$ cat config.mk
export PLATFORM = sky130hd
export DESIGN_NAME = prs_div
export DESIGN_NICKNAME = d
export VERILOG_FILES = /design/src/hdl/prs_pkg.sv /design/src/hdl/prs_div.sv
export SDC_FILE = /design/constraint.sdc
export NUM_CORES = 1
export LEC_CHECK = 0
export BUFFER_PORTS_ARGS = -buffer_cell sky130_fd_sc_hd__buf_2
export CAP_MARGIN = 20
export CORE_MARGIN = 5
export CORE_UTILIZATION = 28
export CTS_CLUSTER_DIAMETER = 40
export CTS_CLUSTER_SIZE = 8
export DETAILED_ROUTE_END_ITERATION = 8
export GPL_ROUTABILITY_DRIVEN = 1
export PLACE_DENSITY = 0.45
export SYNTH_ARGS = -nofsm -noshare
export SYNTH_HDL_FRONTEND = slang
export SYNTH_SLANG_ARGS = --single-unit
$ cat constraint.sdc
create_clock -name clk -period 3 [get_ports clk]
set_input_delay 0.6 -clock clk [delete_from_list [all_inputs] [get_ports clk]]
set_output_delay 0.6 -clock clk [all_outputs]
set_load 0.02 [all_outputs]
$ cat src/hdl/prs_pkg.sv
// Shared types, constants and codes for the edge-centric PageRank engine.
package prs_pkg;

  // Vertex store geometry.
  localparam int unsigned MAX_VERTICES = 65536;
  localparam int unsigned AW = $clog2(MAX_VERTICES);
  localparam int unsigned CNT_W = AW + 1;

  // Field widths.
  localparam int unsigned RANK_W = 56;
  localparam int unsigned DEG_W = 32;
  localparam int unsigned DAMP_W = 16;
  localparam int unsigned VID_W = 16;
  localparam int unsigned VCNT_W = 17;

  localparam logic [RANK_W-1:0] RANK_MAX = {RANK_W{1'b1}};
  localparam logic [DEG_W-1:0] DEG_MAX = {DEG_W{1'b1}};

  // Register reset values.
  localparam logic [VCNT_W-1:0] VCNT_RST = 17'd65536;
  localparam logic [RANK_W-1:0] BASE_RST = 56'd603979776;
  localparam logic [DAMP_W-1:0] DAMP_RST = 16'd55705;
  localparam logic [RANK_W-1:0] TOL_RST = 56'd281475;

  // Configuration register indexes.
  typedef enum logic [1:0] {
    REG_VCOUNT = 2'd0,
    REG_BASE   = 2'd1,
    REG_DAMP   = 2'd2,
    REG_TOL    = 2'd3
  } reg_idx_t;

  // Input actions.
  typedef enum logic [2:0] {
    ACT_CLEAR   = 3'd0,
    ACT_COUNT   = 3'd1,
    ACT_SCATTER = 3'd2,
    ACT_APPLY   = 3'd3,
    ACT_FINISH  = 3'd4,
    ACT_READ    = 3'd5
  } act_t;

  // Result kinds.
  typedef enum logic [1:0] {
    KIND_UPDATE  = 2'd0,
    KIND_SUMMARY = 2'd1,
    KIND_RANK    = 2'd2
  } kind_t;

  // One vertex entry.
  typedef struct packed {
    logic              mark;
    logic [DEG_W-1:0]  degree;
    logic [RANK_W-1:0] acc;
    logic [RANK_W-1:0] rank;
  } vword_t;

  // Sequencer states.
  typedef enum logic [3:0] {
    ST_CLEAR,
    ST_IDLE,
    ST_CNT,
    ST_SC_DST,
    ST_SC_SRC,
    ST_DIV,
    ST_APP,
    ST_FIN_RD,
    ST_FIN_MUL,
    ST_FIN_WB,
    ST_RDR,
    ST_EMIT
  } state_t;

endpackage

$ cat src/hdl/prs_div.sv
// Restoring divider for rank by out-degree, one quotient bit per cycle.
module prs_div (
  input  logic                       clk,
  input  logic                       rst_n,
  input  logic                       start,
  input  logic [prs_pkg::RANK_W-1:0] dividend,
  input  logic [prs_pkg::DEG_W-1:0]  divisor,
  output logic                       done,
  output logic [prs_pkg::RANK_W-1:0] quotient
);
  import prs_pkg::*;

  localparam int unsigned STEP_W = $clog2(RANK_W + 1);

  logic              busy_r, busy_nxt;
  logic              done_r, done_nxt;
  logic [STEP_W-1:0] step_r, step_nxt;
  logic [DEG_W:0]    rem_r, rem_nxt;
  logic [RANK_W-1:0] quo_r, quo_nxt;
  logic [DEG_W-1:0]  dsr_r, dsr_nxt;
  logic [DEG_W:0]    trial;

  // One shift-and-subtract step per cycle.
  always_comb begin
    busy_nxt = busy_r;
    done_nxt = 1'b0;
    step_nxt = step_r;
    rem_nxt  = rem_r;
    quo_nxt  = quo_r;
    dsr_nxt  = dsr_r;
    trial    = {rem_r[DEG_W-1:0], quo_r[RANK_W-1]};
    if (start) begin
      busy_nxt = 1'b1;
      step_nxt = '0;
      rem_nxt  = '0;
      quo_nxt  = dividend;
      dsr_nxt  = divisor;
    end else if (busy_r) begin
      if (trial >= {1'b0, dsr_r}) begin
        rem_nxt = trial - {1'b0, dsr_r};
        quo_nxt = {quo_r[RANK_W-2:0], 1'b1};
      end else begin
        rem_nxt = trial;
        quo_nxt = {quo_r[RANK_W-2:0], 1'b0};
      end
      step_nxt = step_r + 1'b1;
      if (step_r == STEP_W'(RANK_W - 1)) begin
        busy_nxt = 1'b0;
        done_nxt = 1'b1;
      end
    end
  end

  always_ff @(posedge clk) begin
    if (!rst_n) begin
      busy_r <= 1'b0;
      done_r <= 1'b0;
    end else begin
      busy_r <= busy_nxt;
      done_r <= done_nxt;
    end
    step_r <= step_nxt;
    rem_r  <= rem_nxt;
    quo_r  <= quo_nxt;
    dsr_r  <= dsr_nxt;
  end

  assign done     = done_r;
  assign quotient = quo_r;

endmodule

==> metrics.txt <==
final worst path period share=94.5%; critical path capture point type=register; Leak=3.71 nW; worst hold-check path type=in -> reg; TritonCTS clock tree=done; data required time at the worst endpoint=between 3 and 4 ns; slack of the critical path=roughly 0.16 ns; Total GRT Usage=between 10% and 20%; buffer cell driving the clock tree root=sky130_fd_sc_hd__clkbuf_16; leading cell types by total area after synthesis=sky130_fd_sc_hd__edfxtp_1 (38%), sky130_fd_sc_hd__dfxtp_1 (12%), sky130_fd_sc_hd__mux2_2 (9.1%); gpl congestion=approximately 0.83; post-route ant nets=0; power dissipated by switching net loads=1.55 mW; max-slew violations=0; unrepaired setup endpoints after global routing=false; H-tree depth=4; area of the mapped netlist=between 6000 and 7000 sq um; leading register cell type out of synthesis=sky130_fd_sc_hd__edfxtp_1; maximum fanout encountered on the critical timing path=21; Synth warnings=0; floorplan die width=~170 um; pre-CTS WS=0.0691 ns; Final Total Pwr=between 5 and 6 mW; Cells after DPL=about 1100; Layout Nets=a little over 900; final wirelength=19.0 mm; Pre-Repair DR Iteration Count=4; fraction of registers with async set/reset=0%; count of cells along the worst register-to-register path=10; vias in the first global route=around 5800; P_int=roughly 3.6 mW; gate count of the mapped netlist=approximately 640; drt drc=0; layout cells sized above 1=about a third; final standard cell count with taps included and fillers excluded=approximately 1100; vias after detailed routing=between 5000 and 6000; floorplan die area=between 20000 and 30000 sq um; clock transition at the registers of the reported paths=0.08 ns; Min Clock Period, post-route=between 2 and 3 ns; FP Rows=57; clock sinks=128; area after detailed placement=8200 sq um; top cell type by total area after synthesis=sky130_fd_sc_hd__edfxtp_1; number of enable-type register cells in the synthesized netlist=88; Clk pwr share=between 40 and 50%; maximum ir drop on the vdd rail=0.000311 V; Mean Syn Cell Area=10.8 sq um; type of the worst setup path=reg -> reg; proportion of total power due to net switching=between 20% and 30%; number of storage elements in the synthesis netlist=about 130; final setup skew=between 0.02 and 0.025 ns; final core utilization=around 36%; wire length of the first global-routing pass=30.8 mm; core area=approximately 24000 sq um; fraction of the yosys area taken by sequential cells=49.8%; Highest Clock Rate=between 0.3 and 0.4 GHz; area of all placed cells without fillers=8830 sq um; portion of synthesized cell area occupied by the leading cell type=a little under two fifths; net count after synthesis=763; layout filler cell count=2465; worst hold slack across all endpoints=approximately 0.33 ns; per-cell routed wire length=between 15 and 20 um; insertion delay to the later sink of the worst-skew pair=0.44 ns; total of buffers placed on input and output ports=roughly 150; initial core utilization=28.4%; initial antenna violation count=4; Power Dens Cells=slightly below 600 nW/um^2; share of total power in sequential cells=41.0%; number of library cell types mapped by synthesis=58; Top-Level Pins=approximately 150; DRC violation total after the first TritonRoute iteration=200; Worst Hold Depth=1; placed wire-length estimate=between 10 and 15 mm; Max-Cap Viols=0; Relative slew margins=approximately 56%; Setup violations, final=0; vias per cell=~4.7; antenna diode count=0; category of the worst setup path launch point=register; combinational cell fraction of total power=between 10% and 20%; final hold vios=0; TritonCTS buffer count=17; buffer depth of the longest clock path=2; quantity of hold-fixing buffers added after cts=0; setup tns final=0 ns; Worst EP arrival=around 3.1 ns; actual slew at the worst max-slew pin=~0.65 ns; Die Y-Extent=~170 um; grt total ovfl=0; result of the run=finished clean; maximum number of pins on one net before global-route repair=57; synthesis-to-finish area growth=27.8%
-- worst max-delay path: stages, from the launching register on --
cell                        delay [ns]
sky130_fd_sc_hd__edfxtp_1         0.36
sky130_fd_sc_hd__inv_1            0.07
sky130_fd_sc_hd__ha_1             0.23
sky130_fd_sc_hd__a21o_1           0.18
sky130_fd_sc_hd__a21o_1           0.17
sky130_fd_sc_hd__a21oi_1          0.34
sky130_fd_sc_hd__o211ai_1         0.15
sky130_fd_sc_hd__a211oi_2         0.37
sky130_fd_sc_hd__and2_4           0.38
sky130_fd_sc_hd__nor4_1           0.12
sky130_fd_sc_hd__a2111oi_0        0.33
-- logic make-up after synthesis --
group                      Yosys count  synth area share [%]
DFF                                128                  49.8
muxes                               65                  10.4
adders and majority gates           34                  6.27
AOI/OAI and AO/OA                  157                  15.0
and+or+nand+nor                    150                  10.3
xor gates and xnor gates            28                  3.55
buffers and inverters               76                  4.56
-- power groups by stage --
stage          sequential, mW  clock, mW  combinational, mW
6_report                 2.13       2.15              0.915
5_1_grt                  2.15       2.32               1.01
4_1_cts                  2.13       2.24              0.920
3_5_place_dp             2.16          0              0.917
3_3_place_gp             2.17          0              0.922
2_1_floorplan            2.25          0              0.489
-- routing by layer --
metal	share of wire (%)	vias to the layer above	global-route usage, %
met4	1.2	8	4.45
met3	7.6	23	5.33
met1	45	2524	17.3
li1	-	2714	-
met2	46	150	21.9
met5	0.30	-	0
-- cell usage in the layout (no fill, tap or decap), drive strengths merged, types with 5 or more instances in the layout --
| cell type | count |
|---|---|
| edfxtp | 88 |
| a32oi | 9 |
| xor2 | 14 |
| nor3 | 9 |
| clkbuf | 17 |
| nand2b | 5 |
| mux2i | 9 |
| nor2b | 7 |
| o21ai | 34 |
| mux2 | 56 |
| inv | 55 |
| nand4 | 13 |
| ha | 33 |
| nand3 | 11 |
| nor2 | 34 |
| xnor2 | 14 |
| nand2 | 54 |
| a31oi | 5 |
| a21o | 18 |
| a211oi | 8 |
| a311oi | 8 |
| o211ai | 5 |
| dfxtp | 40 |
| buf | 182 |
| a21oi | 44 |
-- cells in the mapped netlist, drive strengths merged (8+ instances only) --
| cell | number |
|---|---|
| nand3 | 11 |
| a32oi | 9 |
| a21oi | 44 |
| edfxtp | 88 |
| dfxtp | 40 |
| ha | 33 |
| o21ai | 34 |
| mux2i | 9 |
| nor2 | 34 |
| nand4 | 13 |
| mux2 | 56 |
| nand2 | 54 |
| clkbuf | 21 |
| a311oi | 8 |
| xor2 | 14 |
| a211oi | 8 |
| inv | 43 |
| a21o | 18 |
| xnor2 | 14 |
| nor3 | 9 |
| buf | 12 |
-- flip-flops by register name (all words and copies together) (netlist names) --
name / count
quotient: 56
dsr_r: 32
rem_r: 32
step_r: 6
busy_r: 1
done: 1
-- worst paths after layout --
kind / startpoint / endpoint / slack (ns)
setup / recovery: dsr_r[26] / rem_r[27] / 0.16
hold / removal: divisor[28] / dsr_r[28] / 0.33
setup reg to reg: dsr_r[26] / rem_r[27] / 0.16
hold reg to reg: rem_r[6] / rem_r[6] / 0.48
-- layout make-up --
cell class	instances	area, sq um	area share, %
Timing Repair Buffer	182	1040	11.8
Clock buffer	17	425	4.82
Clock inverter	15	179	2.03
Multi-Input combinational cell	434	3180	36.0
Sequential cell	128	3440	39.0
Inverter	43	161	1.83
Tap cell	324	405	4.59
-- repair_timing --
action                                  in CTS  in global routing
gates resized for setup                      0                  8
endpoints found under the setup margin       0                 25
setup buffers                                0                  0
Power figures use the tool's default switching activity.
